[config.mk]
export PLATFORM = sky130hd
export DESIGN_NAME = bitmap_slab_run_allocator
export DESIGN_NICKNAME = d
export VERILOG_FILES = /design/src/sv/bsra_pkg.sv /design/src/sv/bsra_bitmap.sv /design/src/sv/bsra_div.sv /design/src/sv/bsra_mac.sv /design/src/sv/bitmap_slab_run_allocator.sv
export SDC_FILE = /design/constraint.sdc
export NUM_CORES = 1
export LEC_CHECK = 0
export ABC_CLOCK_PERIOD_IN_PS = 5070
export CAP_MARGIN = 20
export CORE_ASPECT_RATIO = 0.7
export CORE_MARGIN = 1
export CORE_UTILIZATION = 60
export DETAILED_ROUTE_END_ITERATION = 8
export DONT_BUFFER_PORTS = 1
export GPL_ROUTABILITY_DRIVEN = 0
export PLACE_DENSITY = 0.72
export SYNTH_ARGS = -nofsm -noshare
export SYNTH_HDL_FRONTEND = slang
export SYNTH_SLANG_ARGS = --single-unit
[constraint.sdc]
create_clock -name clk -period 5.07 [get_ports clk]
set_clock_uncertainty 0.2 [all_clocks]
set_input_delay 0.507 -clock clk [delete_from_list [all_inputs] [get_ports clk]]
set_output_delay 0.507 -clock clk [all_outputs]
set_load 0.01 [all_outputs]
[src/sv/bsra_pkg.sv]
package bsra_pkg;

    localparam int COUNT_W = 7;

    typedef enum logic [1:0] {
        ST_OK          = 2'd0,
        ST_NO_RUN      = 2'd1,
        ST_BAD_COUNT   = 2'd2,
        ST_OUT_OF_POOL = 2'd3
    } status_t;

    typedef enum logic {
        OP_ALLOC = 1'b0,
        OP_FREE  = 1'b1
    } op_t;

    typedef struct packed {
        logic [0:0]         operation;
        logic [COUNT_W-1:0] slab_count;
        logic [31:0]        free_address;
    } req_t;

    typedef struct packed {
        logic [1:0]  status;
        logic [5:0]  slab_index;
        logic [31:0] phys_address;
    } rsp_t;

    typedef struct packed {
        logic shift;
        logic wr;
        logic wbit;
    } bm_ctrl_t;

endpackage

[src/sv/bsra_bitmap.sv]
module bsra_bitmap
    import bsra_pkg::*;
#(
    parameter int SLAB_COUNT = 64
)
(
    input  logic     clk,
    input  logic     rst_n,
    input  bm_ctrl_t ctrl,
    output logic     head
);

    logic [SLAB_COUNT-1:0] map_reg;
    logic [SLAB_COUNT-1:0] map_next;
    logic                  new_bit;

    // rotating line: slab p sits at bit 0 on the p-th shift of a lap
    always_comb
    begin
        new_bit  = ctrl.wr ? ctrl.wbit : map_reg[0];
        map_next = map_reg;
        if (ctrl.shift)
        begin
            map_next = {new_bit, map_reg[SLAB_COUNT-1:1]};
        end
    end

    always_ff @(posedge clk or negedge rst_n)
    begin
        if (!rst_n)
        begin
            map_reg <= '1;
        end
        else
        begin
            map_reg <= map_next;
        end
    end

    assign head = map_reg[0];

endmodule

[src/sv/bsra_div.sv]
module bsra_div
    import bsra_pkg::*;
#(
    parameter int DIVISOR = 4096
)
(
    input  logic        clk,
    input  logic        rst_n,
    input  logic        go,
    input  logic [31:0] dividend,
    output logic        done,
    output logic [31:0] quotient
);

    localparam int RW = $clog2(DIVISOR);

    logic [RW-1:0] rem_reg;
    logic [RW-1:0] rem_next;
    logic [31:0]   q_reg;
    logic [31:0]   q_next;
    logic [4:0]    cnt_reg;
    logic [4:0]    cnt_next;
    logic          active_reg;
    logic          active_next;
    logic          done_reg;
    logic          done_next;
    logic [RW:0]   trial;
    logic          ge;

    // restoring division, one quotient bit per cycle
    always_comb
    begin
        trial       = {rem_reg, q_reg[31]};
        ge          = trial >= (RW+1)'(DIVISOR);
        rem_next    = rem_reg;
        q_next      = q_reg;
        cnt_next    = cnt_reg;
        active_next = active_reg;
        done_next   = 1'b0;
        if (go)
        begin
            rem_next    = '0;
            q_next      = dividend;
            cnt_next    = '0;
            active_next = 1'b1;
        end
        else if (active_reg)
        begin
            rem_next = ge ? RW'(trial - (RW+1)'(DIVISOR)) : trial[RW-1:0];
            q_next   = {q_reg[30:0], ge};
            cnt_next = cnt_reg + 5'd1;
            if (cnt_reg == 5'd31)
            begin
                active_next = 1'b0;
                done_next   = 1'b1;
            end
        end
    end

    always_ff @(posedge clk or negedge rst_n)
    begin
        if (!rst_n)
        begin
            rem_reg    <= '0;
            q_reg      <= '0;
            cnt_reg    <= '0;
            active_reg <= 1'b0;
            done_reg   <= 1'b0;
        end
        else
        begin
            rem_reg    <= rem_next;
            q_reg      <= q_next;
            cnt_reg    <= cnt_next;
            active_reg <= active_next;
            done_reg   <= done_next;
        end
    end

    assign done     = done_reg;
    assign quotient = q_reg;

endmodule

[src/sv/bsra_mac.sv]
module bsra_mac
    import bsra_pkg::*;
#(
    parameter int IDX_W      = 6,
    parameter int SLAB_BYTES = 4096
)
(
    input  logic             clk,
    input  logic             rst_n,
    input  logic             go,
    input  logic [31:0]      base,
    input  logic [IDX_W-1:0] index,
    output logic             done,
    output logic [31:0]      addr
);

    localparam int CW = $clog2(IDX_W + 1);

    logic [31:0]      acc_reg;
    logic [31:0]      acc_next;
    logic [31:0]      add_reg;
    logic [31:0]      add_next;
    logic [IDX_W-1:0] idx_reg;
    logic [IDX_W-1:0] idx_next;
    logic [CW-1:0]    cnt_reg;
    logic [CW-1:0]    cnt_next;
    logic             active_reg;
    logic             active_next;
    logic             done_reg;
    logic             done_next;

    // base + index * SLAB_BYTES, one index bit per cycle, mod 2^32
    always_comb
    begin
        acc_next    = acc_reg;
        add_next    = add_reg;
        idx_next    = idx_reg;
        cnt_next    = cnt_reg;
        active_next = active_reg;
        done_next   = 1'b0;
        if (go)
        begin
            acc_next    = base;
            add_next    = 32'(SLAB_BYTES);
            idx_next    = index;
            cnt_next    = '0;
            active_next = 1'b1;
        end
        else if (active_reg)
        begin
            acc_next = idx_reg[0] ? acc_reg + add_reg : acc_reg;
            add_next = add_reg << 1;
            idx_next = idx_reg >> 1;
            cnt_next = cnt_reg + CW'(1);
            if (cnt_reg == CW'(IDX_W - 1))
            begin
                active_next = 1'b0;
                done_next   = 1'b1;
            end
        end
    end

    always_ff @(posedge clk or negedge rst_n)
    begin
        if (!rst_n)
        begin
            acc_reg    <= '0;
            add_reg    <= '0;
            idx_reg    <= '0;
            cnt_reg    <= '0;
            active_reg <= 1'b0;
            done_reg   <= 1'b0;
        end
        else
        begin
            acc_reg    <= acc_next;
            add_reg    <= add_next;
            idx_reg    <= idx_next;
            cnt_reg    <= cnt_next;
            active_reg <= active_next;
            done_reg   <= done_next;
        end
    end

    assign done = done_reg;
    assign addr = acc_reg;

endmodule

[src/sv/bitmap_slab_run_allocator.sv]
// Bad counts, zero-count frees and frees below the base: result beat in the cycle after start;
// a scan that finds no run reports once the scan ends; a free past the pool end once the divide ends.
// Allocate: a scan of every slab, a bitmap update, then the address build; free: the divide,
// then the bitmap update.
// One request at a time; the next start is taken in the result beat's cycle; no stall.
// Reset (rst_n, async): every slab free, pool base 0, no beat pending.
module bitmap_slab_run_allocator
    import bsra_pkg::*;
#(
    parameter int SLAB_COUNT = 64,
    parameter int SLAB_BYTES = 4096
)
(
    input  logic        clk,
    input  logic        rst_n,
    input  logic        start,
    input  req_t        request,
    output logic        busy,
    input  logic        cfg_wr_en,
    input  logic [31:0] cfg_wr_data,
    output logic        done,
    output rsp_t        result
);

    localparam int IDX_W = $clog2(SLAB_COUNT);
    localparam int END_W = ((IDX_W > COUNT_W) ? IDX_W : COUNT_W) + 1;

    typedef enum logic [2:0] {
        S_IDLE,
        S_SCAN,
        S_DIV,
        S_APPLY,
        S_MAC
    } state_t;

    state_t             state_reg;
    state_t             state_next;
    logic [31:0]        base_reg;
    logic [31:0]        base_next;
    logic               op_reg;
    logic               op_next;
    logic [COUNT_W-1:0] count_reg;
    logic [COUNT_W-1:0] count_next;
    logic [IDX_W-1:0]   pos_reg;
    logic [IDX_W-1:0]   pos_next;
    logic [COUNT_W-1:0] run_reg;
    logic [COUNT_W-1:0] run_next;
    logic               found_reg;
    logic               found_next;
    logic [IDX_W-1:0]   lo_reg;
    logic [IDX_W-1:0]   lo_next;
    logic [END_W-1:0]   end_reg;
    logic [END_W-1:0]   end_next;
    logic               done_reg;
    logic               done_next;
    rsp_t               result_reg;
    rsp_t               result_next;

    logic               accept;
    logic               head;
    bm_ctrl_t           bm_ctrl;
    logic               div_go;
    logic               div_done;
    logic [31:0]        div_q;
    logic               mac_go;
    logic               mac_done;
    logic [31:0]        mac_addr;
    logic [COUNT_W-1:0] run_inc;
    logic               found_now;
    logic [IDX_W-1:0]   lo_cur;
    logic               last_pos;
    logic [END_W-1:0]   pos_ext;
    logic               hit;
    logic               q_ok;
    logic [IDX_W+5:0]   lo_wide;

    assign accept  = start && (state_reg == S_IDLE);
    assign run_inc = run_reg + COUNT_W'(1);
    assign last_pos = pos_reg == IDX_W'(SLAB_COUNT - 1);
    assign pos_ext = END_W'(pos_reg);
    assign hit     = (pos_ext >= END_W'(lo_reg)) && (pos_ext < end_reg);
    assign q_ok    = (div_q < 32'(SLAB_COUNT))
                     && ((32'(count_reg) + div_q) <= 32'(SLAB_COUNT));
    assign lo_wide = {6'b0, lo_reg};

    always_comb
    begin
        found_now = !found_reg && head && (run_inc == count_reg);
        lo_cur    = lo_reg;
        if (!found_reg && (run_reg == '0))
        begin
            lo_cur = pos_reg;
        end
    end

    always_comb
    begin
        state_next  = state_reg;
        base_next   = base_reg;
        op_next     = op_reg;
        count_next  = count_reg;
        pos_next    = pos_reg;
        run_next    = run_reg;
        found_next  = found_reg;
        lo_next     = lo_reg;
        end_next    = end_reg;
        done_next   = 1'b0;
        result_next = result_reg;
        div_go      = 1'b0;
        mac_go      = 1'b0;
        bm_ctrl     = '{shift: 1'b0, wr: 1'b0, wbit: op_reg};

        if (cfg_wr_en)
        begin
            base_next = cfg_wr_data;
        end

        unique case (state_reg)
            S_IDLE:
            begin
                if (accept)
                begin
                    op_next    = request.operation[0];
                    count_next = request.slab_count;
                    pos_next   = '0;
                    run_next   = '0;
                    found_next = 1'b0;
                    result_next = '0;
                    if (request.operation[0] == OP_ALLOC)
                    begin
                        if ((request.slab_count == '0)
                            || (32'(request.slab_count) > 32'(SLAB_COUNT)))
                        begin
                            result_next.status = ST_BAD_COUNT;
                            done_next          = 1'b1;
                        end
                        else
                        begin
                            state_next = S_SCAN;
                        end
                    end
                    else if (request.slab_count == '0)
                    begin
                        result_next.status = ST_OK;
                        done_next          = 1'b1;
                    end
                    else if (request.free_address < base_reg)
                    begin
                        result_next.status = ST_OUT_OF_POOL;
                        done_next          = 1'b1;
                    end
                    else
                    begin
                        div_go     = 1'b1;
                        state_next = S_DIV;
                    end
                end
            end
            S_SCAN:
            begin
                bm_ctrl.shift = 1'b1;
                pos_next      = pos_reg + IDX_W'(1);
                if (!found_reg)
                begin
                    lo_next  = lo_cur;
                    run_next = head ? run_inc : '0;
                end
                if (found_now)
                begin
                    found_next = 1'b1;
                    end_next   = END_W'(lo_cur) + END_W'(count_reg);
                end
                if (last_pos)
                begin
                    pos_next = '0;
                    if (found_reg || found_now)
                    begin
                        state_next = S_APPLY;
                    end
                    else
                    begin
                        result_next.status = ST_NO_RUN;
                        done_next          = 1'b1;
                        state_next         = S_IDLE;
                    end
                end
            end
            S_DIV:
            begin
                if (div_done)
                begin
                    if (q_ok)
                    begin
                        lo_next    = div_q[IDX_W-1:0];
                        end_next   = END_W'(div_q[IDX_W-1:0]) + END_W'(count_reg);
                        pos_next   = '0;
                        state_next = S_APPLY;
                    end
                    else
                    begin
                        result_next.status = ST_OUT_OF_POOL;
                        done_next          = 1'b1;
                        state_next         = S_IDLE;
                    end
                end
            end
            S_APPLY:
            begin
                bm_ctrl.shift = 1'b1;
                bm_ctrl.wr    = hit;
                pos_next      = pos_reg + IDX_W'(1);
                if (last_pos)
                begin
                    pos_next = '0;
                    if (op_reg == OP_ALLOC)
                    begin
                        mac_go     = 1'b1;
                        state_next = S_MAC;
                    end
                    else
                    begin
                        result_next.status     = ST_OK;
                        result_next.slab_index = lo_wide[5:0];
                        done_next              = 1'b1;
                        state_next             = S_IDLE;
                    end
                end
            end
            S_MAC:
            begin
                if (mac_done)
                begin
                    result_next.status       = ST_OK;
                    result_next.slab_index   = lo_wide[5:0];
                    result_next.phys_address = mac_addr;
                    done_next                = 1'b1;
                    state_next               = S_IDLE;
                end
            end
            default:
            begin
                state_next = S_IDLE;
            end
        endcase
    end

    always_ff @(posedge clk or negedge rst_n)
    begin
        if (!rst_n)
        begin
            state_reg  <= S_IDLE;
            base_reg   <= '0;
            op_reg     <= 1'b0;
            count_reg  <= '0;
            pos_reg    <= '0;
            run_reg    <= '0;
            found_reg  <= 1'b0;
            lo_reg     <= '0;
            end_reg    <= '0;
            done_reg   <= 1'b0;
            result_reg <= '0;
        end
        else
        begin
            state_reg  <= state_next;
            base_reg   <= base_next;
            op_reg     <= op_next;
            count_reg  <= count_next;
            pos_reg    <= pos_next;
            run_reg    <= run_next;
            found_reg  <= found_next;
            lo_reg     <= lo_next;
            end_reg    <= end_next;
            done_reg   <= done_next;
            result_reg <= result_next;
        end
    end

    bsra_bitmap #(
        .SLAB_COUNT(SLAB_COUNT)
    ) u_bitmap (
        .clk  (clk),
        .rst_n(rst_n),
        .ctrl (bm_ctrl),
        .head (head)
    );

    bsra_div #(
        .DIVISOR(SLAB_BYTES)
    ) u_div (
        .clk     (clk),
        .rst_n   (rst_n),
        .go      (div_go),
        .dividend(request.free_address - base_reg),
        .done    (div_done),
        .quotient(div_q)
    );

    bsra_mac #(
        .IDX_W     (IDX_W),
        .SLAB_BYTES(SLAB_BYTES)
    ) u_mac (
        .clk  (clk),
        .rst_n(rst_n),
        .go   (mac_go),
        .base (base_reg),
        .index(lo_reg),
        .done (mac_done),
        .addr (mac_addr)
    );

    assign busy   = state_reg != S_IDLE;
    assign done   = done_reg;
    assign result = result_reg;

`ifndef SYNTH
    a_beat_has_cause: assert property (@(posedge clk) disable iff (!rst_n)
        done |-> ($past(busy) || $past(start)))
        else $error("result beat without a request");

    a_fail_zero_fields: assert property (@(posedge clk) disable iff (!rst_n)
        (done && (result.status != ST_OK)) |-> ((result.slab_index == '0)
        && (result.phys_address == '0)))
        else $error("failed request carries nonzero fields");

    a_free_no_addr: assert property (@(posedge clk) disable iff (!rst_n)
        (done && (op_reg == OP_FREE)) |-> (result.phys_address == '0))
        else $error("free returned an address");

    a_scan_count_ok: assert property (@(posedge clk) disable iff (!rst_n)
        (state_reg == S_SCAN) |-> ((count_reg != '0)
        && (32'(count_reg) <= 32'(SLAB_COUNT))))
        else $error("scan started with a bad count");

    a_mac_after_apply: assert property (@(posedge clk) disable iff (!rst_n)
        $rose(state_reg == S_MAC) |-> ($past(state_reg) == S_APPLY))
        else $error("address build not preceded by bitmap update");
`endif

endmodule

==> impl_metrics.yaml <==
run_status:
  outcome: "finished with violations"
  violations: "hold timing"
sta:
  final_hold_viol_count: 290
  setup_viol_count_final: 0
  final.period_utilization_pct: 78.01
  slew_viol_final: 0
  rsz_0062_raised_after_global_routing: "false"
  fin_worst_hold_slack_ns: -0.5456
  period_minus_slack_ns: 3.955
  fmaxAchievable_ghz: 0.2528
  timing_worst_slew_pin_value_ns: 1.051
  max-slew-margin-rel_pct: 29.77
  setup_tns_ns: 0
logic_synthesis:
  ys_ff_latch: 290
  synth_compound_area_share_pct: 15.76
  synth-main-ff-cell: "dfrtp_1"
  post_synthesis_sequential_area_ratio_pct: 46.52
  postSynthCellCount: 1764
  yosysWarningCount: 0
  synth_mux_area_share_pct: 5.474
  synth_largest_type_area_fraction_pct: 35.86
  net_count_after_synthesis: 1926
  synth_top_cell_by_area: "dfrtp_1"
  synth-xor-area-share_pct: 3.055
  edff_count_synth: 0
  synth.distinct_cells: 68
  yosys.area_share.simple_pct: 18.23
  synthesis.area_per_instance_sq_um: 8.940
  synthArstFlopShare_pct: 100.0
  yosys-top-cells-area: "dfrtp_1 36%, dfstp_2 11%, nand2_1 10%"
  post_synthesis_adder_cell_area_fraction_pct: 7.014
  dominant_combinational_cell_family_by_area_after_synthesis: "simple AND/OR/NAND/NOR gates"
  synth.cell_area_sq_um: 15770
cts:
  cts_tree: "built"
  cts_max_path_buffers: 3
  post_cts.repair.setup_buffers: 0
  ctsResizeCount: 0
  sink_count: 290
  clkTransAtPathRegs_ns: 0.06
  hold_buffers: 42
  ctsRootBufferMaster: "clkbuf_16"
  htreeDepth: 1
  worst_skew_pair.late_latency_ns: 0.55
  cts_inserted_buffers: 29
global_routing:
  first_global_vias: 11890
  grt_first_pass_wirelength_um: 61270
  antenna_found_initial: 1
  globalRouteTotalUtil_pct: 28.54
  grt_remaining_overflow: 0
  largest_net_degree_at_the_start_of_global_routing: 291
power_and_ir_drop:
  power.density_nw_per_um2: 492.1
  irDropWorstVdd_uv: 278.6
  p_leak_nw: 8.265
routing:
  drtPass1Iterations: 5
  remaining_drc_errors: 0
  wl_um: 37900
  drt_iter0_drc: 889
  detailroute.via_count: 12430
  route.detailed.wl_per_inst_um: 17.83
  route.detailed.vias_per_inst: 5.851
  final_antenna_net_count: 0
placement:
  hpwlAfterDp_um: 26000
  detailed_place.area_sq_um: 16030
  numPortBuffers: 0
  place.detailed.instances: 2030
cells_and_area:
  largest_reg_flops: 64
  finish.instance_area_sq_um: 17550
  layout.cells.most_common_list: "427 x nand2_1, 225 x dfrtp_1, 179 x o21ai_0"
  nFillCells: 2082
  area_delta_synth_final_pct: 11.26
  post_route_cells_drive_above_1_share_pct: 8.979
  most_frequent_standard_cell_in_the_layout_excluding_fill_and_tap_cells: "nand2_1"
  final_nets: 1934
  fin_util_pct: 68.14
  final_cell_count_no_fill: 2125
floorplanning:
  die_h_um: 137.6
  core-area_sq_um: 25750
  dieArea_sq_um: 26950
  floorplan.initialDensity_pct: 61.24
  fp.dieW_um: 195.8
  rows: 49
  top_level_ports: 118
setup_path:
  cp.arrival_ns: 4.20
  timing.critical_path.fanout_max: 44
  crit_type: "reg2reg"
  worst_setup_path_start_kind: "flip-flop"
  setup.worst_path.end_class: "flip-flop"
  critical_path.startpoint: "base_reg[0]$_DFFE_PN0P_"
  required_ns: 5.32
  regToRegStartpoint: "base_reg[0]$_DFFE_PN0P_"
run:
  drv.max_cap_violation_count: 0
worst_hold_path:
  timing.hold.worst.class: "in2async"
worst max-delay path, cell delays in order, from the launching register on:
cell	delay, ns
dfrtp_1	0.40
ha_1	0.22
fa_1	0.39
nand2b_1	0.24
a211oi_2	0.35
o211ai_1	0.24
a211oi_2	0.32
nor2_1	0.11
o21ai_2	0.31
a21o_1	0.54
buf_12	0.27
nor2_1	0.07
a31o_1	0.18
report_power, final:
group,leakage (nW),internal (mW),total (mW),switching (mW)
logic,4.13,1.20,2.87,1.67
registers,3.62,2.81,3.38,0.570
clock network,0.524,1.48,2.38,0.903
kinds of logic after synthesis:
group	count (synthesis)
DFF	290
buffers and inverters	163
AOI/OAI and AO/OA	413
muxes	84
xor gates and xnor gates	55
and+or+nand+nor	673
adders and majority gates	86
cells in the mapped netlist (6+ instances only):
master,instances
a21o_1,36
clkbuf_1,68
nand2b_1,16
nor4_1,7
or3_1,6
xor2_1,22
dfstp_2,64
mux2i_1,69
a31oi_1,10
o21a_1,12
nor2_1,96
mux2_2,14
a211oi_1,24
and3_1,16
a21oi_1,85
xnor2_1,33
o21ai_1,6
nand3_1,35
o211ai_1,12
nor3_1,24
nor2b_1,14
dfrtp_1,226
nand2_1,427
buf_2,8
o21ai_0,179
ha_1,82
inv_1,82
stage by stage:
| step | power (mW) | hold slack (ns) | setup WS (ns) |
|---|---|---|---|
| detailed placement | 6.199 | 0.02351 | 0.9804 |
| CTS | 8.653 | -0.5655 | 1.125 |
| global placement | 6.086 | 0.02313 | 1.058 |
| finish | 8.634 | -0.5456 | 1.115 |
| global route | 9.166 | -0.5742 | 0.8743 |
| floorplan | 5.483 | 0.01141 | 1.804 |
path summary, 6_finish.rpt:
path                                                         end  slack (ns)  cells after the start
worst max-delay path              u_div.quotient[31]$_DFFE_PN0P_        1.11                     12
worst min-delay path                      run_reg[6]$_DFFE_PN0P_       -0.55                      0
worst max register to register    u_div.quotient[31]$_DFFE_PN0P_        1.11                     12
worst min register to register  u_bitmap.map_reg[19]$_DFFE_PN1P_        0.25                      2
max in group asynchronous                 pos_reg[3]$_DFFE_PN0P_        4.67                      0
min in group clk                   u_div.quotient[0]$_DFFE_PN0P_        0.01                      3
final cells by class:
type / instances / area (sq um) / share of cell area [%]
Clock buffer: 46 / 945.9 / 5.391
Tap cell: 331 / 414.1 / 2.360
Multi-Input combinational cell: 1311 / 7838 / 44.67
Inverter: 83 / 311.5 / 1.776
Timing Repair Buffer: 57 / 563.0 / 3.209
Antenna cell: 1 / 2.502 / 0.01426
Clock inverter: 6 / 132.6 / 0.7559
Sequential cell: 290 / 7338 / 41.82
layer usage:
layer	track usage [%]	routed length, um
met2	45.42	16900
met3	6.242	2368
met4	8.767	1041
met1	39.30	17580
met5	0	0
Power figures use the tool's default switching activity.
